===== src/rtl/core/sctu_pkg.sv =====
// ----------------------------------------------------------------------------
// sctu_pkg
// Shared constants, types and multiply helpers for the sine/cosine/tangent core.
// ----------------------------------------------------------------------------
package sctu_pkg;

    localparam int SERIES_TERMS_DEF = 19;
    localparam int ANGLE_FRAC_DEF   = 16;
    localparam int RESULT_FRAC_DEF  = 30;

    localparam int RED_FB = 32;
    localparam int SER_FB = 56;

    localparam logic [34:0] TWO_PI_RED = 35'd26986075409;
    localparam logic [34:0] PI_RED     = 35'd13493037705;
    localparam logic [63:0] COS_EPS    = 64'd7205760;

    localparam int VAL_W = 48;
    localparam int QUO_W = VAL_W - 1;
    localparam logic [VAL_W-1:0] VAL_MAX = {1'b0, {QUO_W{1'b1}}};
    localparam logic [VAL_W-1:0] VAL_MIN = {1'b1, {QUO_W{1'b0}}};

    localparam int OP_W = 2;
    localparam logic [OP_W-1:0] OP_SIN = 2'd0;
    localparam logic [OP_W-1:0] OP_COS = 2'd1;
    localparam logic [OP_W-1:0] OP_TAN = 2'd2;

    localparam int MAG_W = 63;
    localparam int SUM_W = 64;
    localparam int LANE_SIN = 0;
    localparam int LANE_COS = 1;

    typedef struct packed {
        logic             neg;
        logic [MAG_W-1:0] mag;
        logic [SUM_W-1:0] sum;
    } sctu_lane_t;

    typedef struct packed {
        logic [OP_W-1:0]  op;
        logic [MAG_W-1:0] x2;
        sctu_lane_t [1:0] lane;
    } sctu_ser_t;

    typedef struct packed {
        logic [VAL_W-1:0] value;
        logic             sat;
    } sctu_res_t;

    typedef struct packed {
        logic [63:0] p11;
        logic [63:0] p10;
        logic [63:0] p01;
        logic [63:0] p00;
    } sctu_pp_t;

    // 64x64 product split into four 32x32 partial products
    function automatic sctu_pp_t mul_parts(logic [63:0] a, logic [63:0] b);
        sctu_pp_t pp;
        pp.p00 = 64'(a[31:0])  * 64'(b[31:0]);
        pp.p01 = 64'(a[31:0])  * 64'(b[63:32]);
        pp.p10 = 64'(a[63:32]) * 64'(b[31:0]);
        pp.p11 = 64'(a[63:32]) * 64'(b[63:32]);
        return pp;
    endfunction

    function automatic logic [127:0] mul_join(sctu_pp_t pp);
        return {64'h0, pp.p00} + ({64'h0, pp.p01} << 32) + ({64'h0, pp.p10} << 32)
            + {pp.p11, 64'h0};
    endfunction

endpackage


===== src/rtl/core/sctu_reduce.sv =====
// ----------------------------------------------------------------------------
// sctu_reduce
// Angle reduction modulo 2*pi, one quotient bit per stage, then wrap to [-pi, pi].
// ----------------------------------------------------------------------------
module sctu_reduce #(
    parameter int ANGLE_FRAC_BITS = sctu_pkg::ANGLE_FRAC_DEF
) (
    input  logic                       aclk,
    input  logic                       aresetn,
    input  logic                       adv,
    input  logic                       in_valid,
    input  logic [sctu_pkg::OP_W-1:0]  in_op,
    input  logic signed [31:0]         in_angle,
    output logic                       out_valid,
    output logic [sctu_pkg::OP_W-1:0]  out_op,
    output logic signed [63:0]         out_x
);
    import sctu_pkg::*;

    localparam int MW   = 64 - ANGLE_FRAC_BITS;
    localparam int QB   = 29 - ANGLE_FRAC_BITS;
    localparam int RW   = 38;
    localparam int LAST = QB + 1;
    localparam logic [MW-1:0] TP_EXT = MW'(TWO_PI_RED);
    localparam logic signed [RW-1:0] TP_S = RW'(TWO_PI_RED);
    localparam logic signed [RW-1:0] PI_S = RW'(PI_RED);

    logic [LAST:0]   v_reg;
    logic [MW-1:0]   m_reg   [QB+1];
    logic            neg_reg [QB+1];
    logic [OP_W-1:0] op_reg  [QB+1];
    logic [MW-1:0]   m_next  [QB+1];
    logic [31:0]     a_mag;
    logic signed [RW-1:0] mw, r0, r1, r2;
    logic signed [63:0] x_next, x_reg;
    logic [OP_W-1:0] xop_reg;

    always_comb begin
        logic [MW-1:0] sub;
        a_mag = in_angle[31] ? 32'(-in_angle) : 32'(in_angle);
        m_next[0] = MW'(a_mag) << (RED_FB - ANGLE_FRAC_BITS);
        for (int j = 1; j <= QB; j++) begin
            sub = TP_EXT << (QB - j);
            m_next[j] = (m_reg[j-1] >= sub) ? m_reg[j-1] - sub : m_reg[j-1];
        end
    end

    always_comb begin
        mw = {{(RW-35){1'b0}}, m_reg[QB][34:0]};
        r0 = neg_reg[QB] ? -mw : mw;
        r1 = (r0 > PI_S) ? r0 - TP_S : r0;
        r2 = (r1 < -PI_S) ? r1 + TP_S : r1;
        x_next = 64'(r2) <<< (SER_FB - RED_FB);
    end

    always_ff @(posedge aclk) begin
        if (!aresetn) begin
            v_reg <= '0;
        end else if (adv) begin
            v_reg <= {v_reg[LAST-1:0], in_valid};
        end
    end

    always_ff @(posedge aclk) begin
        if (adv) begin
            m_reg[0]   <= m_next[0];
            neg_reg[0] <= in_angle[31];
            op_reg[0]  <= in_op;
            for (int j = 1; j <= QB; j++) begin
                m_reg[j]   <= m_next[j];
                neg_reg[j] <= neg_reg[j-1];
                op_reg[j]  <= op_reg[j-1];
            end
            x_reg   <= x_next;
            xop_reg <= op_reg[QB];
        end
    end

    assign out_valid = v_reg[LAST];
    assign out_op    = xop_reg;
    assign out_x     = x_reg;

endmodule


===== config.mk =====
export PLATFORM = sky130hd
export DESIGN_NAME = sctu_reduce
export DESIGN_NICKNAME = d
export VERILOG_FILES = /design/src/rtl/core/sctu_pkg.sv /design/src/rtl/core/sctu_reduce.sv
export SDC_FILE = /design/constraint.sdc
export NUM_CORES = 1
export LEC_CHECK = 0
export BUFFER_PORTS_ARGS = -buffer_cell sky130_fd_sc_hd__buf_2
export CAP_MARGIN = 10
export CORE_MARGIN = 3
export CORE_UTILIZATION = 61
export CTS_CLUSTER_DIAMETER = 200
export DETAILED_ROUTE_END_ITERATION = 10
export PLACE_DENSITY = 0.78
export SYNTH_ARGS = -nofsm -noshare
export SYNTH_HDL_FRONTEND = slang
export SYNTH_SLANG_ARGS = --single-unit

===== constraint.sdc =====
create_clock -name aclk -period 14.35 [get_ports aclk]
set_input_delay 3.5875 -clock aclk [delete_from_list [all_inputs] [get_ports aclk]]
set_output_delay 3.5875 -clock aclk [all_outputs]
set_load 0.1 [all_outputs]

# Word level (Yosys, flattened, before mapping)

Memory sizes are Yosys's and may differ from the RTL's. A register that Yosys moved wholly into a read port is not among the register bits.
Index checks and enable logic that the tools add are counted.

Register bits: 53
Logic and storage cells: 56
Memories kept: 3
RAM bits: 714
Output and inout port bits: 67
Input bits: 38

Memories:

| memory  | depth | width | read ports | clocked after memory_dff | write ports | RTL line          | RTL |
|---|---|---|---|---|---|---|---|
| m_reg   | 14    | 48    | 14         | 0                        | 14          | sctu_reduce.sv:29 | `logic [MW-1:0] m_reg [QB+1];` |
| op_reg  | 14    | 2     | 14         | 1                        | 14          | sctu_reduce.sv:31 | `logic [OP_W-1:0] op_reg [QB+1];` |
| neg_reg | 14    | 1     | 14         | 0                        | 14          | sctu_reduce.sv:30 | `logic neg_reg [QB+1];` |

Add/sub/neg operators: 17
Mux-type cells: 19
Order comparisons: 15

Operators by type and width:

| operator                                                            | count |
|---|---|
| two-way mux 48 bit                                                  | 13 |
| two-way mux 38 bit                                                  | 3 |
| greater-or-equal comparator 48 x 35 -> 1 bit, second input constant | 1 |
| greater-or-equal comparator 48 x 36 -> 1 bit, second input constant | 1 |
| greater-or-equal comparator 48 x 37 -> 1 bit, second input constant | 1 |
| greater-or-equal comparator 48 x 38 -> 1 bit, second input constant | 1 |
| greater-or-equal comparator 48 x 39 -> 1 bit, second input constant | 1 |
| greater-or-equal comparator 48 x 40 -> 1 bit, second input constant | 1 |
| greater-or-equal comparator 48 x 41 -> 1 bit, second input constant | 1 |
| greater-or-equal comparator 48 x 42 -> 1 bit, second input constant | 1 |
| greater-or-equal comparator 48 x 43 -> 1 bit, second input constant | 1 |
| greater-or-equal comparator 48 x 44 -> 1 bit, second input constant | 1 |
| greater-or-equal comparator 48 x 45 -> 1 bit, second input constant | 1 |
| greater-or-equal comparator 48 x 46 -> 1 bit, second input constant | 1 |
| greater-or-equal comparator 48 x 47 -> 1 bit, second input constant | 1 |
| subtractor 48 x 35 -> 48 bit, second input constant                 | 1 |
| subtractor 48 x 36 -> 48 bit, second input constant                 | 1 |
| subtractor 48 x 37 -> 48 bit, second input constant                 | 1 |
| subtractor 48 x 38 -> 48 bit, second input constant                 | 1 |
| subtractor 48 x 39 -> 48 bit, second input constant                 | 1 |
| subtractor 48 x 40 -> 48 bit, second input constant                 | 1 |
| subtractor 48 x 41 -> 48 bit, second input constant                 | 1 |
| subtractor 48 x 42 -> 48 bit, second input constant                 | 1 |
| subtractor 48 x 43 -> 48 bit, second input constant                 | 1 |
| other kinds (12)                                                    | 13 |

# Depth between registers and ports, before layout

Gate-level depths: netlist of the first run.
An unclocked memory read counts as a cell.

Depth after elaboration: 7
Gate-level depth with buffers: 28
Mapped depth without buffers: 22

# Least setup slack after synthesis of the first run

No wires, ideal clock.

Kind: register to register
Start: memory m_reg[1][241] (netlist name)
End: register x_reg[56] (netlist: out_x[56]) (data pin)
Setup time: 0.265 ns
Buffers on the path: 6
Arrival time: 6.617 ns
Period minus slack after synthesis: 6.882 ns
Required time: 14.085 ns
Stages on the path, launching flop included: 26
Path slack: 7.468 ns
Path through: edfxtp_1 > buf_6 > or4_1 > clkbuf_1 > or4_1 > clkbuf_2 > o31a_1 > or4_1 > a311o_1 > or4_1 > nor2_1 > a211o_1 > buf_6 > clkbuf_1 > clkbuf_1 > a21oi_1 > ha_1 > nor3b_1 > o21a_1 > or3_1 > nand4_1 > a2111oi_2 > nor4_1 > nor2b_1 > o211ai_1 > xnor2_1

RTL lines:

| item                 | RTL line          | RTL |
|---|---|---|
| from (decl)          | sctu_reduce.sv:29 |  |
| to (signal assigned) | sctu_reduce.sv:74 | `x_reg <= x_next;` |
| to (decl)            | sctu_reduce.sv:35 | `logic signed [63:0] x_next, x_reg;` |

==> key figures, run 1 <==
Outcome
  • Status: completed

Logic synthesis
  • Ys Warns: 0
  • Post-synthesis adder-cell area fraction: 0.00774
  • Post-synth top flop: edfxtp_1
  • Library cells used by synthesis: 96
  • Synth Cell Area: ~36000 sq um
  • Xor and xnor area share after synthesis: 0.147
  • Synth Area per Inst: about 11 sq um
  • Post-synthesis mux area share: 0.00809
  • Seq cells post-synth: 660
  • Post-synthesis compound-gate area fraction: 0.0979
  • Simple-gate portion of the synthesized area: 0.162
  • Largest family of logic cells by synthesized area: simple AND/OR/NAND/NOR gates
  • Sequential area share after synthesis: 0.553
  • Post-synthesis cell count: around 3.2k
  • Async SR Flop Fraction: 0
  • Post-synth EDFFs: between 600 and 700

Pwr
  • Worst VDD drop: 231 uV
  • PD cells: ~180 nW/um^2
  • Leak: about 14 nW

Route
  • Detail Route Antenna Nets: 0
  • DRT iter0 DRCs: roughly 1.8k
  • WL met1: ~28000 microns
  • Residual DRC: 0
  • DRT Pass-1 Iters: 5
  • Met2 wire len: roughly 42000 microns
  • Routed len/inst: 18.6 microns
  • Detailed Route WL: 75700 microns
  • Vias: around 24k
  • Routed length on met3: 2580 microns
  • Highest Signal Layer: met4
  • Via density: 5.94

Worst setup path
  • CP Capture Type: flip-flop
  • RR Endpoint: out_x[56]
  • Reg-to-reg slack, setup: 6.09 ns
  • Worst Setup SP: m_reg[1][240]
  • Startpoint Class: flip-flop
  • Crit Reg-Reg Startpoint: m_reg[1][240]
  • Critical Path End: out_x[56]
  • Crit-path max FO: 41
  • Register-to-Register Path Depth: 23
  • CP required: ~15 ns
  • Arr. time, crit path: between 8 and 9 ns
  • Critical path type: reg -> reg

GRT
  • Grt ovf: 0
  • First-pass GRT wire length: 121000 microns
  • Vias in the first global route: around 24k
  • Gr usage total: 0.248
  • Initial antenna violation count: 0
  • Largest net degree at the start of global routing: 198

Clock tree
  • CTS Buf Count: 69
  • CTS root buf: clkbuf_16
  • Clock sink count: between 600 and 700
  • CTS tree: built
  • Clock latency on the worst-skew pair: about 0.62 ns
  • H-tree Lvls: 3
  • Total setup buffers inserted after CTS: 0
  • Resized cells post-CTS: 0
  • Clock Tree Buf Depth: 3
  • Hold buffers post-CTS: 0
  • Clk slew on worst S/H paths: about 0.060 ns

STA
  • Worst Max-Slew Pin Slew: about 1.2 ns
  • Max Clk Rate: 0.121 GHz
  • Final Hold Vio Count: 0
  • Final setup fails: 0
  • Final worst slack: around 6 ns
  • Period utilization: 0.575
  • Setup Skew: between 0.015 and 0.02 ns
  • Min cycle time layout: about 8.3 ns
  • Max_slew headroom: 0.217
  • Final Max Slew Viols: 0
  • RSZ-0062 raised after global routing: false
  • Fin Setup TNS: 0 ns

Die
  • Starting Density: 0.624
  • Die height: around 250 microns
  • Die Wd: between 200 and 250 microns
  • Die area: roughly 61000 sq um
  • Core Box Area: 57000 sq um
  • Row count: 87
  • I/O pin total: ~110

Hold path
  • Hold Path Class: reg -> reg

Final layout
  • Fin nets: ~3.3k
  • Synth-to-Final Area Change: 8.85%
  • Share of cells above drive strength 1: 0.0743
  • Max reg flops: 563
  • # diodes: 0

Place
  • HPWL after DPL: 55600 microns
  • Dpl ws: ~6.4 ns
  • PortBufs: 80
  • Placer Congestion: around 0.89

Run
  • Max capacitance violation total: 0
stage by stage:
stage / cell area, sq um / std cells / utilization / hold slack [ns] / power, mW
after CTS: 38700 / 4068 / 0.679 / 0.408 / 7.07
after detailed placement: 36600 / 3951 / 0.642 / 0.405 / 5.38
after global placement: 36600 / 3951 / 0.642 / 0.400 / 5.28
final: 38700 / 4068 / 0.679 / 0.414 / 7.04
after global routing: 38700 / 4068 / 0.679 / 0.420 / 7.40
after floorplan: 35700 / 3210 / - / 0.400 / 4.85
worst min path at each step:
stage | cells past startpoint | startpoint | end | slack, ns
after floorplan | 0 | m_reg[0][16] | m_reg[0][64] | 0.40
after global routing | 0 | op_reg[11][1] | op_reg[12][1] | 0.42
after global placement | 0 | op_reg[1][1] | op_reg[2][1] | 0.40
final | 0 | op_reg[11][1] | op_reg[12][1] | 0.41
after CTS | 0 | op_reg[8][0] | op_reg[9][0] | 0.41
after detailed placement | 0 | neg_reg[1][0] | neg_reg[1][1] | 0.40
layout by cell type, fill, tap and decap left out, types with 30 or more instances in the layout:
master     netlist  layout
a21o_1          46      46
xor2_1         246     246
inv_1           82      82
nor4_1          44      44
nand3_1         68      68
nor2_1         296     296
and3_1          34      34
nand2_1        341     341
o31ai_1         51      51
nand2b_1        37      37
buf_2            9      79
nand4_1         36      36
xnor2_1        349     349
edfxtp_1       645     645
o21ai_0         89      89
a21oi_1         93      93
clkbuf_16        0      70
or3_1           48      48
nor3_1         116     116
nor2b_1         30      30
final cells by class:
type / count / area, sq um
flip-flops and latches: 660 / 19700
fillers: 4082 / 18300
multi-input cells: 2356 / 15100
clock buffers: 81 / 1790
well taps: 756 / 946
repair buffers: 97 / 551
clock inverters: 36 / 322
inverters: 82 / 308
power by group:
group | switching (mW) | leakage [nW] | internal (mW)
clock | 0.730 | 1.03 | 0.953
combinational | 1.38 | 6.60 | 0.771
sequential | 0.406 | 6.41 | 2.80
synth_stat cells (51+ instances only):
cell      count  area share
a21oi_1      93       0.013
clkbuf_1     64      0.0068
edfxtp_1    645        0.54
inv_1        82      0.0087
nand2_1     341       0.036
nand3_1      68      0.0096
nor2_1      296       0.031
nor3_1      116       0.016
o21ai_0      89       0.013
o31ai_1      51       0.011
xnor2_1     349       0.086
xor2_1      246       0.061
critical path: stages, from the launching register on:
cell and delay [ns]:
edfxtp_1 0.51, inv_1 0.23, ha_1 0.28, nor4b_2 0.54
nand4_1 0.58, o41ai_2 0.52, xor2_1 0.40, nand3_1 0.29
or4_1 0.57, a311o_1 0.46, a211o_1 0.33, buf_4 0.26
nor2_1 0.18, a21oi_1 0.08, ha_1 0.28, nor3b_1 0.15
o21a_1 0.15, or3_1 0.41, nand4_1 0.16, a2111oi_2 0.11
nor4_1 0.98, nor2b_1 0.17, o211ai_1 0.24, xnor2_1 0.09
routing by layer:
layer  GRT usage  vias up
met5           0        -
met4       0.108        0
met3      0.0330      197
met2       0.480      582
met1       0.267    11728
li1            -    11660
cells by family (layout without fill, tap and decap cells):
group,after synthesis,after routing
simple gates,1186,1186
flops,660,660
xor+xnor,596,596
compound gates,500,500
buf+inv,194,296
mux,28,28
fa+ha+maj,22,22
other cells,1,24
(Power assumes the default switching activity.)
==> run 2: changes to the inputs <==
--- a/config.mk
+++ b/config.mk
@@ -8,10 +8,10 @@
 export BUFFER_PORTS_ARGS = -buffer_cell sky130_fd_sc_hd__buf_2
 export CAP_MARGIN = 10
 export CORE_MARGIN = 3
-export CORE_UTILIZATION = 61
+export CORE_UTILIZATION = 57
 export CTS_CLUSTER_DIAMETER = 200
 export DETAILED_ROUTE_END_ITERATION = 10
-export PLACE_DENSITY = 0.78
+export PLACE_DENSITY = 0.77
 export SYNTH_ARGS = -nofsm -noshare
 export SYNTH_HDL_FRONTEND = slang
 export SYNTH_SLANG_ARGS = --single-unit
==> constraint.sdc (replaced) <==
create_clock -name aclk -period 7.15 [get_ports aclk]
set_input_delay 1.7875 -clock aclk [delete_from_list [all_inputs] [get_ports aclk]]
set_output_delay 1.7875 -clock aclk [all_outputs]
set_load 0.1 [all_outputs]
==> key figures, run 2 (synthesized netlist as in run 1, its figures left out) <==
Hold path
  • Hold Path Class: reg -> reg

Place
  • HPWL after DPL: 54800 microns (-1.4%)
  • Placer Congestion: 0.913 (+2.4%)
  • PortBufs: 80 (unchanged)

Worst setup path
  • Startpoint Class: flip-flop
  • CP Capture Type: flip-flop
  • Worst Setup SP: m_reg[1][240]
  • Critical path type: reg -> reg
  • Reg-to-reg slack, setup: 0.27 ns (-5.83 ns)
  • Critical Path End: out_x[48]
  • RR Endpoint: out_x[48]
  • Crit-path max FO: 12 (-71%)
  • CP required: 7.50 ns (-7.20 ns)
  • Crit Reg-Reg Startpoint: m_reg[1][240]
  • Register-to-Register Path Depth: 21 (-8.7%)
  • Arr. time, crit path: 7.24 ns (-1.37 ns)

Final layout
  • Share of cells above drive strength 1: 0.0905 (+0.0162)
  • Most frequent cells in the layout: edfxtp_1, xnor2_1, nand2_1
  • Total area of sequential cells: 19700 sq um (unchanged)
  • Synth-to-Final Area Change: 10.8%
  • Max reg flops: 563 (unchanged)
  • Fin nets: 3369 (+1.3%)
  • # fillers: 4580 (+12%)
  • Area occupied by multi-input gates: 15200 sq um (+0.47%)
  • Commonest non-fill, non-tap cell in the layout: edfxtp_1
  • # diodes: 0 (unchanged)

Route
  • Residual DRC: 0 (unchanged)
  • Vias: 24.4k (+1.1%)
  • Highest Signal Layer: met4
  • Routed length on met3: 3210 microns (+25%)
  • Detail Route Antenna Nets: 0 (unchanged)
  • Met2 wire len: 38700 microns (-8.0%)
  • Detailed Route WL: 74700 microns (-1.3%)
  • Routed len/inst: 17.8 microns (-4.1%)
  • DRT iter0 DRCs: 1714 (-4.6%)
  • Via density: 5.83 (-1.8%)
  • DRT Pass-1 Iters: 5 (unchanged)
  • WL met1: 30700 microns (+10%)

Clock tree
  • Clock sink count: 660 (unchanged)
  • Clock latency on the worst-skew pair: 0.60 ns (-0.02 ns)
  • Hold buffers post-CTS: 0 (unchanged)
  • CTS tree: built
  • CTS root buf: clkbuf_16
  • CTS Buf Count: 72 (+4.3%)
  • Clk slew on worst S/H paths: 0.06 ns (about the same)
  • Clock Tree Buf Depth: 3 (unchanged)
  • H-tree Lvls: 3 (unchanged)

GRT
  • First-pass GRT wire length: 122000 microns (+0.83%)
  • Initial antenna violation count: 0 (unchanged)
  • Largest net degree at the start of global routing: 165 (-17%)
  • Gr usage total: 0.226 (-0.0213)
  • Grt ovf: 0 (unchanged)
  • Vias in the first global route: 24.4k (+0.29%)

STA
  • Setup Skew: 0.0140 ns (-0.00475 ns)
  • Min cycle time layout: 6.88 ns (-1.37 ns)
  • Final setup fails: 0 (unchanged)
  • Final hold slack: 0.416 ns (+0.00250 ns)
  • Period utilization: 0.963 (+0.387)
  • Final Hold Vio Count: 0 (unchanged)
  • Max Clk Rate: 0.145 GHz (+20%)
  • Final Max Slew Viols: 0 (unchanged)
  • Worst Max-Slew Pin Slew: 1.09 ns (-0.0816 ns)
  • Max_slew headroom: 0.274 (+0.0573)

Pwr
  • Leak: 14.4 nW (+2.5%)
  • PD cells: 367 nW/um^2 (+100%)
  • Design Power: 14.5 mW (+110%)
  • Worst VDD drop: 221 uV (-4.5%)

Die
  • Starting Density: 0.583 (-0.0408)
  • Row count: 90 (+3.4%)
  • Die Wd: 256 microns (+3.4%)
  • I/O pin total: 105 (unchanged)
  • Core Box Area: 61000 sq um (+7.0%)
  • Die area: 65500 sq um (+6.8%)
  • Die height: 256 microns (+3.4%)

Run
  • Max capacitance violation total: 0 (unchanged)

Outcome
  • Status: completed
==> run 2: power breakdown <==
part	switching, mW	internal (mW)	leakage, nW	total (mW)
Combinational	2.79	1.60	6.82	4.39
Sequential	0.809	5.62	6.41	6.43
Clock	1.46	2.21	1.16	3.67
==> run 2: metrics by stage <==
step	cell area, sq um	instances	setup TNS [ns]	setup slack [ns]	util
floorplan	35700	3210	0	0.268	-
global placement	37000	4060	0	0.389	0.606
detailed placement	37000	4060	0	0.0707	0.606
CTS	39300	4185	0	0.0689	0.645
global route	39400	4188	-0.0356	-0.0189	0.646
finish	39400	4188	0	0.266	0.646
==> run 2: how the worst min path moves through the flow <==
stage | startpoint | to | slack (ns) | depth (start not counted)
2_1_floorplan | m_reg[0][16] | m_reg[0][64] | 0.40 | 0
3_3_place_gp | op_reg[3][1] | op_reg[4][1] | 0.40 | 0
3_5_place_dp | neg_reg[0][1] | neg_reg[0][2] | 0.40 | 0
4_1_cts | neg_reg[0][0] | neg_reg[0][1] | 0.41 | 0
5_1_grt | neg_reg[0][7] | neg_reg[1][0] | 0.42 | 0
6_report | op_reg[3][1] | op_reg[4][1] | 0.42 | 0
==> run 2: final cells by class <==
type | count | area share
flip-flops and latches | 660 | 0.499
multi-input cells | 2356 | 0.386
clock buffers | 93 | 0.0502
well taps | 828 | 0.0263
repair buffers | 137 | 0.0222
clock inverters | 32 | 0.00898
inverters | 82 | 0.00781
==> run 2: repair_timing <==
action                     CTS  global route
setup endpoints to repair    0            38
setup buffers                0             3
resized for setup            0            10
==> run 2: critical path, cell delays in order (launching register included) <==
cell	delay, ns
edfxtp_1	0.40
buf_4	0.18
or4_1	0.63
or4_1	0.50
o31a_1	0.33
or4_1	0.50
a311o_1	0.30
or3_1	0.38
a311o_1	0.41
a211o_2	0.49
a21oi_1	0.24
ha_1	0.26
nor3b_1	0.22
o21a_1	0.19
or3_1	0.18
nand4_1	0.21
a2111oi_4	0.46
nor4_1	0.10
buf_4	0.18
nor3b_1	0.20
o22ai_1	0.13
xnor2_1	0.14
==> run 2: per-layer routing <==
metal / vias to the layer above / GRT usage
li1: 11737 / -
met1: 11923 / 0.276
met2: 628 / 0.413
met3: 145 / 0.0327
met4: 0 / 0.0733
met5: - / 0
==> run 3: changes to the inputs <==
--- a/config.mk
+++ b/config.mk
@@ -7,8 +7,10 @@
 export LEC_CHECK = 0
 export BUFFER_PORTS_ARGS = -buffer_cell sky130_fd_sc_hd__buf_2
 export CAP_MARGIN = 10
+export CELL_PAD_IN_SITES_DETAIL_PLACEMENT = 2
+export CELL_PAD_IN_SITES_GLOBAL_PLACEMENT = 2
 export CORE_MARGIN = 3
-export CORE_UTILIZATION = 57
+export CORE_UTILIZATION = 39
 export CTS_CLUSTER_DIAMETER = 200
 export DETAILED_ROUTE_END_ITERATION = 10
 export PLACE_DENSITY = 0.77
==> key figures, run 3 (synthesized netlist as in run 1, its figures left out) <==
Outcome
  • Status: completed

Worst setup path
  • Critical path type: reg -> reg
  • Crit-path max FO: 14 (+2)
  • CP required: 7.50 ns (about the same)
  • Arr. time, crit path: 7.24 ns (about the same)
  • Startpoint Class: flip-flop
  • CP Capture Type: flip-flop

Place
  • HPWL after DPL: 73000 microns (+33%)
  • Placer Congestion: 0.870 (-4.8%)
  • PortBufs: 80 (unchanged)

STA
  • Final Max Slew Viols: 0 (unchanged)
  • Period utilization: 0.964 (+0.00122)
  • Setup Skew: 0.0201 ns (+0.00611 ns)
  • Max Clk Rate: 0.145 GHz (-0.13%)
  • Worst Max-Slew Pin Slew: 1.20 ns (+0.107 ns)
  • Final hold slack: 0.410 ns (-0.00594 ns)
  • Final Hold Vio Count: 0 (unchanged)
  • Final setup fails: 0 (unchanged)
  • Min cycle time layout: 6.89 ns (+0.00873 ns)
  • Fin Setup TNS: 0 ns (unchanged)
  • Max_slew headroom: 0.203 (-0.0711)

GRT
  • Initial antenna violation count: 0 (unchanged)
  • Largest net degree at the start of global routing: 184 (+12%)
  • Gr usage total: 0.207 (-0.0197)
  • Vias in the first global route: 28.4k (+16%)
  • First-pass GRT wire length: 156000 microns (+28%)
  • Grt ovf: 0 (unchanged)

Pwr
  • Internal power: 9.55 mW (+1.3%)
  • Gate power share: 0.309 (+0.006)
  • PD cells: 375 nW/um^2 (+1.9%)
  • Clk pwr share: 0.259 (+0.006)
  • Switch share: 0.365 (+0.0158)
  • Worst VDD drop: 172 uV (-22%)
  • Leak: 14.5 nW (+0.82%)
  • Sequential Power Share: 0.432 (-0.012)
  • Psw: 5.49 mW (+8.5%)

Run
  • Max capacitance violation total: 0 (unchanged)

Clock tree
  • H-tree Lvls: 3 (unchanged)
  • CTS tree: built
  • Hold buffers post-CTS: 0 (unchanged)
  • Clock latency on the worst-skew pair: 0.63 ns (+0.03 ns)
  • Clock sink count: 660 (unchanged)
  • CTS root buf: clkbuf_16
  • CTS Buf Count: 78 (+8.3%)
  • Clk slew on worst S/H paths: 0.06 ns (about the same)
  • Clock Tree Buf Depth: 3 (unchanged)

Final layout
  • Post-layout util: 0.445 (-0.201)
  • Max reg flops: 563 (unchanged)
  • Fin nets: 3390 (+0.62%)
  • Most frequent cells in the layout: edfxtp_1, xnor2_1, nand2_1
  • Share of cells above drive strength 1: 0.0964 (+0.00589)
  • Commonest non-fill, non-tap cell in the layout: edfxtp_1
  • Synth-to-Final Area Change: 12.8%
  • # diodes: 0 (unchanged)

Route
  • Via density: 5.47 (-6.2%)
  • Detail Route Antenna Nets: 0 (unchanged)
  • Residual DRC: 0 (unchanged)
  • Detailed Route WL: 99100 microns (+33%)
  • Vias: 25.0k (+2.1%)
  • DRT Pass-1 Iters: 5 (unchanged)
  • Routed len/inst: 21.7 microns (+22%)
  • DRT iter0 DRCs: 1042 (-39%)

Die
  • Core Box Area: 90300 sq um (+48%)
  • I/O pin total: 105 (unchanged)
  • Row count: 110 (+22%)
  • Starting Density: 0.394 (-0.189)
  • Die Wd: 308 microns (+20%)
  • Die area: 94900 sq um (+45%)
  • Die height: 308 microns (+20%)

Hold path
  • Hold Path Class: reg -> reg
==> run 3: final timing paths <==
| path | start | to | slack (ns) | cells after the start |
|---|---|---|---|---|
| worst max register to register | m_reg[1][241] | out_x[56] | 0.26 | 21 |
| worst max-delay path | m_reg[1][241] | out_x[56] | 0.26 | 21 |
| worst min-delay path | op_reg[5][1] | op_reg[6][1] | 0.41 | 0 |
| worst min register to register | op_reg[5][1] | op_reg[6][1] | 0.41 | 0 |
==> run 3: cell type report <==
class	instances	area (sq um)
clock buffer	97	2070
sequential	660	19700
inverter	82	308
timing repair buffer	152	1000
clock inverter	36	378
multi-input combinational	2356	15300
tap	1176	1470
fill	9177	50100
==> run 3: power by group through the flow <==
stage                     Sequential, mW  Combinational, mW  Clock, mW
after floorplan                     6.94               2.79          0
after global placement              6.42               4.38          0
after global routing                6.62               5.08       4.14
final                               6.49               4.65       3.90
after CTS                           6.49               4.69       4.02
after detailed placement            6.55               4.63          0
==> run 3: through the flow <==
| stage | cell area (sq um) | instances | total power [mW] | setup slack (ns) |
|---|---|---|---|---|
| floorplan | 35700 | 3210 | 9.73 | 0.268 |
| global placement | 37500 | 4411 | 10.8 | 0.199 |
| detailed placement | 37500 | 4411 | 11.2 | -0.276 |
| CTS | 40000 | 4550 | 15.2 | 0.00253 |
| global route | 40100 | 4559 | 15.8 | -0.0560 |
| finish | 40100 | 4559 | 15.0 | 0.257 |
==> run 3: timing repair <==
action                                  4_1_cts  5_1_grt
endpoints found under the setup margin       14       37
setup buffers                                 6        9
pin swaps                                     2        5
gates resized for setup                       3       16
==> run 3: critical path: stages, from the launching register on <==
cell and delay (ns):
edfxtp_1 0.51, or4_4 0.64, or4_1 0.50, o31a_1 0.33
or4_1 0.51, a311o_1 0.33, or3_1 0.43, a311o_2 0.42
a211o_4 0.44, nor2_1 0.11, a21oi_1 0.07, ha_1 0.26
nor3b_1 0.15, o21a_1 0.15, or3_1 0.42, nand4_1 0.20
a2111oi_4 0.11, nor4_1 0.41, buf_4 0.24, nor2b_2 0.07
o211ai_1 0.23, xnor2_1 0.10
==> run 3: routing by layer <==
layer  GRT usage  routed length [microns]  vias to the layer above  part of all wire
li1            -                        -                    11767                 -
met1       0.205                    35800                    12707              0.36
met2       0.432                    58100                      308              0.59
met3      0.0261                     2180                      168             0.022
met4      0.0687                     3070                        0             0.031
met5           0                        0                        -                 0
